[src/rtl/swt_pkg.sv]
// ----------------------------------------------------------------------------
// swt_pkg: shared types and constants for the shell word tokeniser
// Holds the byte codes the tokeniser recognises, the quote kind, the
// tokeniser state and the per-byte decision record.
// ----------------------------------------------------------------------------
package swt_pkg;

  localparam logic [7:0] CH_BACKSLASH = 8'h5C;
  localparam logic [7:0] CH_SQUOTE    = 8'h27;
  localparam logic [7:0] CH_DQUOTE    = 8'h22;
  localparam logic [7:0] CH_SPACE     = 8'h20;
  localparam logic [7:0] CH_TAB       = 8'h09;
  localparam logic [7:0] CH_CR        = 8'h0D;

  typedef enum logic [1:0] {
    QK_NONE   = 2'd0,
    QK_SINGLE = 2'd1,
    QK_DOUBLE = 2'd2
  } quote_kind_t;

  typedef struct packed {
    quote_kind_t quote_kind;
    logic        escape_pending;
    logic        word_open;
  } tok_state_t;

  typedef struct packed {
    logic       has_result;
    logic [7:0] out_char;
    logic       char_valid;
    logic       word_end;
  } tok_result_t;

endpackage

[src/rtl/swt_step.sv]
// ----------------------------------------------------------------------------
// swt_step: per-byte tokeniser decision
// Classifies one byte against the current state and produces the next
// state together with the result beat, if any.
// ----------------------------------------------------------------------------
module swt_step (
  input  swt_pkg::tok_state_t  state,
  input  logic [7:0]           ch,
  input  logic                 last,
  output swt_pkg::tok_state_t  state_next,
  output swt_pkg::tok_result_t result
);
  import swt_pkg::*;

  logic       is_ws;
  logic       append;
  logic       close;
  logic       word_open_mid;
  logic [7:0] close_quote;
  tok_state_t mid;

  assign is_ws = (ch == CH_SPACE) || ((ch >= CH_TAB) && (ch <= CH_CR));
  assign close_quote = (state.quote_kind == QK_SINGLE) ? CH_SQUOTE : CH_DQUOTE;

  always_comb begin
    mid    = state;
    append = 1'b0;
    close  = 1'b0;
    priority if (state.escape_pending) begin
      mid.escape_pending = 1'b0;
      append             = 1'b1;
    end else if ((ch == CH_BACKSLASH) && !last) begin
      mid.escape_pending = 1'b1;
    end else if (state.quote_kind != QK_NONE) begin
      if (ch == close_quote) begin
        mid.quote_kind = QK_NONE;
      end else begin
        append = 1'b1;
      end
    end else if (ch == CH_SQUOTE) begin
      mid.quote_kind = QK_SINGLE;
    end else if (ch == CH_DQUOTE) begin
      mid.quote_kind = QK_DOUBLE;
    end else if (is_ws) begin
      close = state.word_open;
    end else begin
      append = 1'b1;
    end
  end

  assign word_open_mid = state.word_open | append;

  always_comb begin
    state_next = mid;
    state_next.word_open = word_open_mid & ~close;
    if (last) begin
      state_next.quote_kind     = QK_NONE;
      state_next.escape_pending = 1'b0;
      state_next.word_open      = 1'b0;
    end
  end

  assign result.has_result = append | close | (last & word_open_mid);
  assign result.out_char   = append ? ch : 8'h00;
  assign result.char_valid = append;
  assign result.word_end   = close | (last & word_open_mid);

endmodule

[src/rtl/shell_word_tokenizer_top.sv]
// ----------------------------------------------------------------------------
// A result beat appears in the output register in the cycle after the byte that causes it.
// One byte per cycle while the output register is free; the state update is a single flag step.
// A byte is taken whenever the output register is empty or being emptied.
// Reset (rst, synchronous) clears the quote, escape and word flags and
// empties the output register; no clearing pass is needed.
// ----------------------------------------------------------------------------
// shell_word_tokenizer_top: shell-style word splitter
// Takes a command line one byte per beat, with a flag on the final byte,
// and emits one beat per appended word byte or word end.
// ----------------------------------------------------------------------------
module shell_word_tokenizer_top (
  input  logic       clk,
  input  logic       rst,
  input  logic       in_valid,
  output logic       in_stall,
  input  logic [7:0] ch,
  input  logic       last,
  output logic       out_valid,
  input  logic       out_stall,
  output logic [7:0] out_char,
  output logic       char_valid,
  output logic       word_end
);
  import swt_pkg::*;

  // Tokeniser state: open quote kind, pending backslash and word-open flag.
  tok_state_t  state;
  tok_state_t  state_next;
  tok_result_t result;
  logic        in_accept;
  logic        out_free;

  // The output register frees up in the same cycle its beat is taken, so a
  // new byte can enter every cycle while the downstream side keeps up.
  assign out_free  = ~out_valid | ~out_stall;
  assign in_stall  = ~out_free;
  assign in_accept = in_valid & out_free;

  swt_step u_step (
    .state      (state),
    .ch         (ch),
    .last       (last),
    .state_next (state_next),
    .result     (result)
  );

  // State advances only on an accepted byte.
  always_ff @(posedge clk) begin
    if (rst) begin
      state.quote_kind     <= QK_NONE;
      state.escape_pending <= 1'b0;
      state.word_open      <= 1'b0;
    end else if (in_accept) begin
      state <= state_next;
    end
  end

  // Result register. Bytes that neither append nor close a word leave it
  // empty, so those beats produce nothing downstream.
  always_ff @(posedge clk) begin
    if (rst) begin
      out_valid <= 1'b0;
    end else if (out_free) begin
      out_valid <= in_accept & result.has_result;
    end
  end

  always_ff @(posedge clk) begin
    if (in_accept && out_free) begin
      out_char   <= result.out_char;
      char_valid <= result.char_valid;
      word_end   <= result.word_end;
    end
  end

  // Every delivered beat carries either a byte or a word end.
  a_beat_has_content: assert property (@(posedge clk) disable iff (rst)
    out_valid |-> (char_valid || word_end))
    else $error("result beat with neither byte nor word end");

  // A beat without a byte carries a zero byte.
  a_zero_char: assert property (@(posedge clk) disable iff (rst)
    (out_valid && !char_valid) |-> (out_char == 8'h00))
    else $error("non-zero byte on a beat without a byte");

  // The final byte of a line leaves all tokeniser state clear.
  a_line_end_clears: assert property (@(posedge clk) disable iff (rst)
    (in_accept && last) |=> (state.quote_kind == QK_NONE &&
                            !state.escape_pending && !state.word_open))
    else $error("state not cleared after final byte");

  // The final byte of a line with an open word always yields a word end.
  a_line_end_closes: assert property (@(posedge clk) disable iff (rst)
    (in_accept && last && state.word_open) |=> (out_valid && word_end))
    else $error("open word not closed at end of line");

endmodule
[config.mk]
export PLATFORM = sky130hd
export DESIGN_NAME = shell_word_tokenizer_top
export DESIGN_NICKNAME = d
export VERILOG_FILES = /design/src/rtl/swt_pkg.sv /design/src/rtl/swt_step.sv /design/src/rtl/shell_word_tokenizer_top.sv
export SDC_FILE = /design/constraint.sdc
export NUM_CORES = 1
export LEC_CHECK = 0
export ABC_CLOCK_PERIOD_IN_PS = 2700
export BUFFER_PORTS_ARGS = -buffer_cell sky130_fd_sc_hd__buf_2
export CELL_PAD_IN_SITES_DETAIL_PLACEMENT = 0
export CELL_PAD_IN_SITES_GLOBAL_PLACEMENT = 1
export CORE_MARGIN = 8
export CORE_UTILIZATION = 38
export DETAILED_ROUTE_END_ITERATION = 10
export PLACE_DENSITY = 0.84
export SYNTH_ARGS = -nofsm -noshare
export SYNTH_HDL_FRONTEND = slang
export SYNTH_SLANG_ARGS = --single-unit
[constraint.sdc]
create_clock -name clk -period 2.7 [get_ports clk]
set_input_delay 0.54 -clock clk [delete_from_list [all_inputs] [get_ports clk]]
set_output_delay 0.54 -clock clk [all_outputs]
set_load 0.02 [all_outputs]
==> results of run 1 <==
## metrics by stage
stage          total power [W]  worst slack, ns
2_1_floorplan         0.000340            0.557
3_3_place_gp          0.000370            0.398
3_5_place_dp          0.000371            0.351
4_1_cts               0.000501            0.670
5_1_grt               0.000519            0.605
6_report              0.000497            0.673
## cell families (layout without fill, tap and decap cells)
family / count (synthesis) / after routing / share of synthesized area
multiplexers: 2 / 2 / 0.0227
buffers and inverters: 7 / 30 / 0.0597
XOR/XNOR: 1 / 1 / 0.00994
AND/OR/NAND/NOR: 42 / 42 / 0.318
AO/OA/AOI/OAI: 13 / 13 / 0.135
flip-flops: 15 / 15 / 0.455
## placed cells by master, fill, tap and decap left out, types with 2 or more instances in the layout
cell type	synthesis	layout
nor2_1	9	9
nor3_1	2	2
and3_2	6	6
nand4_1	2	2
nand3b_1	3	3
or4bb_1	2	2
edfxtp_1	10	10
dfxtp_1	5	5
clkbuf_4	0	3
nor2b_1	2	2
nand2_1	5	5
buf_2	2	24
a211oi_2	2	2
mux2i_1	2	2
nand2b_1	2	2
or2_2	2	2
inv_1	2	2
## worst max-delay path: stages
cell and delay, ns:
buf_2 0.11, or3_1 0.51, o31ai_2 0.38, o32ai_2 0.19, and2_4 0.19, o21a_1 0.16
## power by group
group          leakage [nW]  internal, W  switching [W]
registers             0.137     0.000262     0.00000463
logic                 0.264    0.0000398      0.0000581
clock network        0.0150    0.0000574      0.0000751
## registers in the layout, summed over array words and instances (netlist names)
name / flops
word_end: 1
out_valid: 1
char_valid: 1
out_char: 8
state: 4
## routing by layer
| layer | vias up | wire length [um] | global-route usage |
|---|---|---|---|
| met3 | 4 | 161 | 0.0331 |
| met2 | 18 | 783 | 0.157 |
| li1 | 344 | - | - |
| met1 | 285 | 797 | 0.0949 |
| met4 | 0 | 37 | 0.0490 |
| met5 | - | 0 | 0 |
## how the worst min path moves through the flow
| stage | from | endpoint | slack, ns | depth (start not counted) |
|---|---|---|---|---|
| floorplan | state[2] | state[2] | 0.46 | 2 |
| global placement | state[2] | state[2] | 0.47 | 2 |
| detailed placement | state[2] | state[2] | 0.49 | 2 |
| CTS | ch[7] | out_char[7] | 0.45 | 1 |
| global route | ch[7] | out_char[7] | 0.46 | 1 |
| finish | ch[7] | out_char[7] | 0.45 | 1 |
## final cells by class
type | count | share of cell area
multi-input cells | 58 | 0.421
flip-flops and latches | 15 | 0.394
repair buffers | 24 | 0.118
well taps | 28 | 0.0344
clock buffers | 4 | 0.0258
inverters | 2 | 0.00738
==> results_dict.tcl, run 1 <==
set metrics [dict create \
    result_of_the_run "complete, no violations" \
    post-route-cell-area_um2 1020 \
    drt_pass1_iterations 3 \
    fin_tns_setup_ns 0 \
    final_nets 117 \
    core_um2 2210 \
    drt_wl_total_um 1780 \
    routedWlPerCell_um 13.6 \
    clock_pin_transition_on_the_worst_setup_and_hold_timing_paths_ns 0.09 \
    initial_core_util 0.398 \
    global_route_wire_length_before_repair_um 3020 \
    dpl_wire_length_um 1410 \
    finalNonFillerCells 131 \
    cts_sinks 15 \
    htree_num_levels 1 \
    finalCriticalPeriod_ns 2.03 \
    dominantRegCellSynth "edfxtp_1" \
    rr_startpoint "state[1]" \
    vias 651 \
    post_synth_main_area_contributors "edfxtp_1, dfxtp_1, and3_2" \
    fmax_ghz 0.493 \
    die_area_um2 4110 \
    layout.area.seq_um2 400 \
    maxSlewViolCount 0 \
    rsz_0062_raised_after_global_routing "no" \
    die_x_um 64.1 \
    input_output_buffers 24 \
    yosys.cell_types.count 38 \
    synth_most_common_cell "edfxtp_1" \
    synth_enable_flop_cells 10 \
    numCtsBuffers 3 \
    max_cap_viols 0 \
    timing.critical_path.fanout_max 9 \
    grt_start_max_net_pins 14 \
    cts_hold_buffers 0 \
    power_density_nw_per_um2 489 \
    max_slew.worst_pin.slew_ns 0.482 \
    antenna_violating_nets_post_route 0 \
    post_synth_most_frequent_cells "edfxtp_1, nor2_1, and3_2" \
    async_flop_share 0 \
    critical_path.startpoint_type "primary input" \
    irDropWorstVdd_mv 0.244 \
    postLayoutCoreUtil 0.460 \
    path_class "primary input to register" \
    cp.required_ns 2.75 \
    areaGrowthSynthToFinish_pct 15.5 \
    critical_path.reg2reg.endpoint "word_end" \
    synth.largest_area_cell "edfxtp_1" \
    first_global_vias 682 \
    slew_headroom 0.679 \
    fin_worst_skew_ns 0.00123 \
    die-height_um 64.1 \
    post_synth.cell_area_avg_um2 11.0 \
    initial_antenna_violation_count 0 \
    critPathCapture "word_end" \
    worst_hold_path_type "primary input to register" \
    drt_iter0_markers 5 \
    multiInputGateArea_um2 428 \
    finalSetupViolations 0 \
    synth.cell_area_um2 881 \
    placementRows 17 \
    tritoncts_clock_tree "yes" \
    clock-root-buffer "clkbuf_4" \
    cts_setup_buffers 0 \
    r2r_cells 5 \
    overflow 0 \
    numPlacedInstances 127 \
    regToRegSetupSlack_ns 0.81 \
    floorplan.io_pins 25 \
    hold_slack_ns 0.452 \
    antenna_cells 0 \
    netlist.area_leader.share 0.341 \
    globalplace.congestion 0.767 \
    crit_path_start "ch[7]" \
    worst_skew_late_latency_ns 0.28 \
    final-hold-violation-count 0 \
    synth.net_count 93 \
    clock_path_buffers 2 \
    ys_warn_count 0 \
    final_layout_size_suffix_gt1_frac 0.427 \
    placed_area_um2 991 \
    ys_seq_elements 15 \
    detail_route.vias_per_cell 4.97 \
    cts_repair_resize_count 0 \
    setup.worst_path.end_class "register" \
    fillerInstances 224 \
    power.leakage_nw 0.415 \
    drc_errors 0 \
    grt_usage 0.0911 \
    cp.arrival_ns 2.08 \
    postSynthCellCount 80 \
    synth.yosys.seq_area_share 0.455 \
    layout_worst_path_cycle_share 0.751 \
]
(Power assumes the default switching activity.)
==> inputs of run 2 (changes only) <==
- ABC_AREA: not set -> 1
- ABC_CLOCK_PERIOD_IN_PS: 2700 -> 1650
- CORE_UTILIZATION: 38 -> 32
- PLACE_DENSITY: 0.84 -> 0.81
- clock period: 2.7 -> 1.65 ns (I/O delays scaled with it)
==> run 2 against run 1 <==
Effect of this change: final cell count grew 27%; flip-flop and latch count stayed put; design area increased by 5.3%; via count increased by 17%; synthesized area is 4.3% lower; largest power group unchanged.
==> results_dict.tcl, run 2 <==
set metrics [dict create \
    numCtsBuffers 3 \
    list_of_cells_traversed_by_the_critical_path "nor2_1, inv_1, a21oi_1, nand2_2, nand2_4, inv_4, nor2_4, a21oi_1" \
    globalplace.congestion 0.891 \
    routedWlPerCell_um 11.1 \
    clock_path_buffers 2 \
    reg.largest.list "out_char (8), state (4)" \
    setup.worst_path.end_class "register" \
    cpLargestDelayFamily "simple AND/OR/NAND/NOR gates" \
    postLayoutCoreUtil 0.432 \
    post_synth_main_area_contributors "edfxtp_1, dfxtp_1, nor2_1" \
    finalSetupViolations 0 \
    cts_setup_buffers 0 \
    floorplan.io_pins 25 \
    clkPwrFrac 0.239 \
    drt_wl_total_um 1850 \
    htree_num_levels 1 \
    grt_start_max_net_pins 11 \
    areaGrowthSynthToFinish_pct 27.0 \
    antenna_cells 0 \
    final_layout_size_suffix_gt1_frac 0.372 \
    initial_antenna_violation_count 0 \
    core_um2 2480 \
    ys_seq_elements 15 \
    async_flop_share 0 \
    irDropWorstVdd_mv 0.521 \
    critPathMaxStageDelay_ns 0.34 \
    die_area_um2 4530 \
    overflow 0 \
    maxSlewViolCount 0 \
    power.share.switching 0.289 \
    power.share.sequential 0.522 \
    die_x_um 67.3 \
    max_slew.worst_pin.slew_ns 0.280 \
    netlist.area_leader.share 0.356 \
    mostFrequentLayoutCells "buf_2, nor2_1, nand2_1" \
    fillerInstances 258 \
    drc_errors 0 \
    placement.setup.worst_slack_ns 0.0223 \
    fin_worst_skew_ns 0.00316 \
    placementRows 18 \
    p_switching_w 0.000246 \
    rsz_0062_raised_after_global_routing "no" \
    cp.required_ns 1.68 \
    dominantRegCellSynth "edfxtp_1" \
    input_output_buffers 24 \
    synth_enable_flop_cells 10 \
    clock-root-buffer "clkbuf_4" \
    final_nets 151 \
    global_route_wire_length_before_repair_um 3150 \
    die-height_um 67.3 \
    cp.buffers_inverters 2 \
    cts_hold_buffers 0 \
    synth_most_common_cell "nor2_1" \
    synth.largest_area_cell "edfxtp_1" \
    fin_tns_setup_ns 0 \
    worst_skew_late_latency_ns 0.28 \
    worst_slack_ns 0.227 \
    synth.cell_area_um2 843 \
    registers.top_by_ff_count "out_char" \
    initial_core_util 0.340 \
    power_report.internal_total_w 0.000604 \
    cts_repair_resize_count 0 \
    power.leakage_nw 0.490 \
    power_density_nw_per_um2 794 \
    final_common_cell "buf_2" \
    fmax_ghz 0.703 \
    cp.arrival_ns 1.46 \
    max_cap_viols 0 \
    crit_path_frequent_cell "a21oi_1" \
    tritoncts_clock_tree "yes" \
    dpl_wire_length_um 1590 \
    clock_pin_transition_on_the_worst_setup_and_hold_timing_paths_ns 0.08 \
    yosys.cell_types.count 22 \
    synth.yosys.seq_area_share 0.475 \
    report.power.total_w 0.000850 \
    ys_warn_count 0 \
    grt_usage 0.0872 \
    layout_worst_path_cycle_share 0.862 \
    cts_sinks 15 \
    postSynthCellCount 107 \
    finalCriticalPeriod_ns 1.42 \
    hold_slack_ns 0.243 \
    path_class "register to register" \
    first_global_vias 763 \
    cpMaxStageDelayCell "dfxtp_1" \
    result_of_the_run "complete, no violations" \
    worst_hold_path_type "primary input to register" \
    critical_path.startpoint_type "register" \
    final-hold-violation-count 0 \
    detail_route.vias_per_cell 4.56 \
    vias 761 \
    slew_headroom 0.811 \
    power.share.combinational 0.239 \
    synth.net_count 120 \
    post_synth.cell_area_avg_um2 7.88 \
    drt_iter0_markers 21 \
    antenna_violating_nets_post_route 0 \
    timing.critical_path.fanout_max 4 \
    largest_reg_flops 8 \
    drt_pass1_iterations 4 \
    post_synth_most_frequent_cells "nor2_1, nand2_1, inv_1" \
]
[run 2: path summary, 6_finish.rpt]
path	startpoint	endpoint	slack, ns	cells past startpoint
max reg2reg	state[2]	word_end	0.23	8
max	state[2]	word_end	0.23	8
min	rst	out_valid	0.24	2
min reg2reg	state[3]	state[3]	0.50	2
[run 2: power by group through the flow]
stage	clock network [W]	registers, W	logic (W)
2_1_floorplan	0	0.000481	0.0000937
3_3_place_gp	0	0.000451	0.000204
5_1_grt	0.000230	0.000447	0.000225
6_report	0.000203	0.000444	0.000204
3_5_place_dp	0	0.000453	0.000206
4_1_cts	0.000218	0.000445	0.000207
[run 2: metrics by stage]
| stage | std cells | instance area, um^2 |
|---|---|---|
| after floorplan | 107 | 843 |
| after global placement | 163 | 1040 |
| after detailed placement | 163 | 1040 |
| after CTS | 167 | 1070 |
| after global routing | 167 | 1070 |
| final | 167 | 1070 |
[run 2: logic make-up after synthesis]
family | count (synthesis) | synth area share
AND/OR/NAND/NOR | 61 | 0.353
flip-flops | 15 | 0.475
AO/OA/AOI/OAI | 12 | 0.0846
buffers and inverters | 19 | 0.0875
[run 2: per-layer routing]
layer / vias up / GRT usage / wire (um)
li1: 402 / - / -
met1: 335 / 0.0957 / 820
met2: 22 / 0.149 / 876
met3: 2 / 0.0447 / 149
met4: 0 / 0.0157 / 8
met5: - / 0 / 0
[run 2: layout make-up]
cell class | instances | area (um^2) | share of cell area
clock buffers | 4 | 26.3 | 0.0245
inverters | 18 | 70.1 | 0.0654
multi-input cells | 73 | 369 | 0.345
flip-flops and latches | 15 | 400 | 0.374
well taps | 30 | 37.5 | 0.0350
repair buffers | 27 | 168 | 0.157
==> inputs of run 3 (changes only) <==
- PLACE_DENSITY: 0.81 -> 0.8
- SYNTH_HIERARCHICAL: not set -> 1
==> run 3 against run 2 <==
Effect of this change: wire length increased by 1.8%; sequential power is 2% lower; final cell count rose by 11%; critical endpoint is now state[0]; worst setup slack lost 0.027 ns; clock-buffer cell count is the same; register-to-register slack worse by 0.03 ns; synthesized cell count rose by 18%; critical path depth is 7 higher; worst hold slack worse by 0.030 ns.
==> results_dict.tcl, run 3 <==
set metrics [dict create \
    result_of_the_run "complete, no violations" \
    cp.arrival_ns 1.63 \
    die-height_um 70.2 \
    tritoncts_clock_tree "yes" \
    worst_skew_late_latency_ns 0.27 \
    critical_path.startpoint_type "register" \
    cts_sinks 15 \
    irDropWorstVdd_mv 0.380 \
    initial_core_util 0.337 \
    async_flop_share 0 \
    clock_pin_transition_on_the_worst_setup_and_hold_timing_paths_ns 0.09 \
    globalplace.congestion 0.781 \
    hold_slack_ns 0.213 \
    overflow 0 \
    registers.top_by_ff_count "out_char" \
    numPlacedInstances 182 \
    finalNonFillerCells 186 \
    mostFrequentLayoutCells "nand2_1, buf_2, inv_1" \
    reg.largest.list "out_char (8), state (4)" \
    post_synth_main_area_contributors "edfxtp_1, nand2_1, dfxtp_1" \
    core_um2 2780 \
    worst_hold_path_type "primary input to register" \
    dominantRegCellSynth "edfxtp_1" \
    drt_wl_total_um 1890 \
    antenna_cells 0 \
    synth.cell_area_um2 938 \
    synth_enable_flop_cells 10 \
    die_x_um 70.2 \
    final_common_cell "nand2_1" \
    max_cap_viols 0 \
    htree_num_levels 1 \
    max_slew.worst_pin.slew_ns 0.205 \
    drt_iter0_markers 68 \
    cts_setup_buffers 0 \
    placed_area_um2 1100 \
    grt_start_max_net_pins 11 \
    dpl_wire_length_um 1570 \
    fillerInstances 322 \
    routedWlPerCell_um 10.2 \
    setup.worst_path.end_class "register" \
    finalSetupViolations 0 \
    report.power.total_w 0.000824 \
    fin_worst_skew_ns 0.00340 \
    vias 841 \
    netlist.area_leader.share 0.320 \
    die_area_um2 4920 \
    slew_headroom 0.862 \
    drc_errors 0 \
    first_global_vias 820 \
    post_synth_most_frequent_cells "nand2_1, inv_1, nor2_1" \
    ys_seq_elements 15 \
    rsz_0062_raised_after_global_routing "no" \
    largest_reg_flops 8 \
    timing.critical_path.fanout_max 3 \
    ys_warn_count 6 \
    grt_usage 0.0828 \
    synth.net_count 139 \
    fmax_ghz 0.690 \
    post_synth.cell_area_avg_um2 7.45 \
    clock_path_buffers 2 \
    initial_antenna_violation_count 0 \
    drt_pass1_iterations 4 \
    fin_tns_setup_ns 0 \
    input_output_buffers 24 \
    maxSlewViolCount 0 \
    regToRegSetupSlack_ns 0.20 \
    final_nets 169 \
    areaGrowthSynthToFinish_pct 21.2 \
    numCtsBuffers 3 \
    global_route_wire_length_before_repair_um 3520 \
    post-route-cell-area_um2 1140 \
    yosys.cell_types.count 24 \
    cp.required_ns 1.83 \
    synth.largest_area_cell "edfxtp_1" \
    detail_route.vias_per_cell 4.52 \
    synth_most_common_cell "nand2_1" \
    power.leakage_nw 0.574 \
    floorplan.io_pins 25 \
    placementRows 19 \
    final-hold-violation-count 0 \
    finalCriticalPeriod_ns 1.45 \
    layout_worst_path_cycle_share 0.879 \
    power_density_nw_per_um2 724 \
    path_class "register to register" \
    postSynthCellCount 126 \
    final_layout_size_suffix_gt1_frac 0.368 \
    antenna_violating_nets_post_route 0 \
    clock-root-buffer "clkbuf_4" \
    synth.yosys.seq_area_share 0.427 \
]
-- run 3: cell count changes in the layout (fill, tap and decap cells not counted), moves of 3 or more --
cell,delta
nor2_1,-3
nand2_1,+11
inv_2,-3
inv_1,+9
nor2_2,+5
buf_4,+3
-- run 3: worst max-delay path, stage by stage (launching register included) --
cell,delay [ns]
dfxtp_2,0.35
inv_1,0.05
nand2_1,0.09
nand2_1,0.07
o21ai_2,0.07
nand3_1,0.12
nand2_1,0.08
inv_1,0.04
nand2_2,0.08
nand3_1,0.10
nand2_1,0.07
inv_1,0.03
inv_1,0.04
nand3_1,0.07
nand2_1,0.07
nor2_1,0.03
-- run 3: area by class of cell --
type                            instances  area, um^2  area share
Multi-Input combinational cell         84         422       0.371
Sequential cell                        15         403       0.354
Timing Repair Buffer                   28         150       0.132
Inverter                               24        97.6      0.0858
Clock buffer                            4        26.3      0.0231
Tap cell                               31        38.8      0.0341
-- run 3: logic make-up after synthesis --
group	synth area share
AO/OA/AOI/OAI	0.0693
buffers and inverters	0.128
flip-flops	0.427
AND/OR/NAND/NOR	0.376
-- run 3: repair_timing --
action                     CTS  global route
resized for setup            0             3
hold buffers                 0             0
setup endpoints to repair    0             1
-- run 3: stage by stage --
step / util / worst slack, ns
6_report: 0.409 / 0.200
5_1_grt: 0.409 / 0.00661
4_1_cts: 0.407 / 0.163
3_5_place_dp: 0.397 / 0.0164
3_3_place_gp: 0.397 / 0.0305
2_1_floorplan: - / 0.140
-- run 3: final timing paths --
kind | cells past startpoint | startpoint | to
max reg2reg | 15 | state[3] | state[0]
min reg2reg | 2 | state[3] | state[3]
max | 15 | state[3] | state[0]
min | 2 | rst | out_valid
-- run 3: where the power goes --
group / total [W] / internal [W] / switching, W / leakage, nW
Sequential: 0.000437 / 0.000428 / 0.00000919 / 0.137
Combinational: 0.000177 / 0.0000666 / 0.000111 / 0.422
Clock: 0.000210 / 0.0000935 / 0.000116 / 0.0150
Total: 0.000824 / 0.000588 / 0.000236 / 0.574
-- run 3: per-layer routing --
layer  track usage  vias up  part of all wire
met5             0        -                 0
li1              -      444                 -
met4        0.0201        0             0.013
met1        0.0989      373              0.48
met2         0.136       20              0.45
met3        0.0311        4             0.059
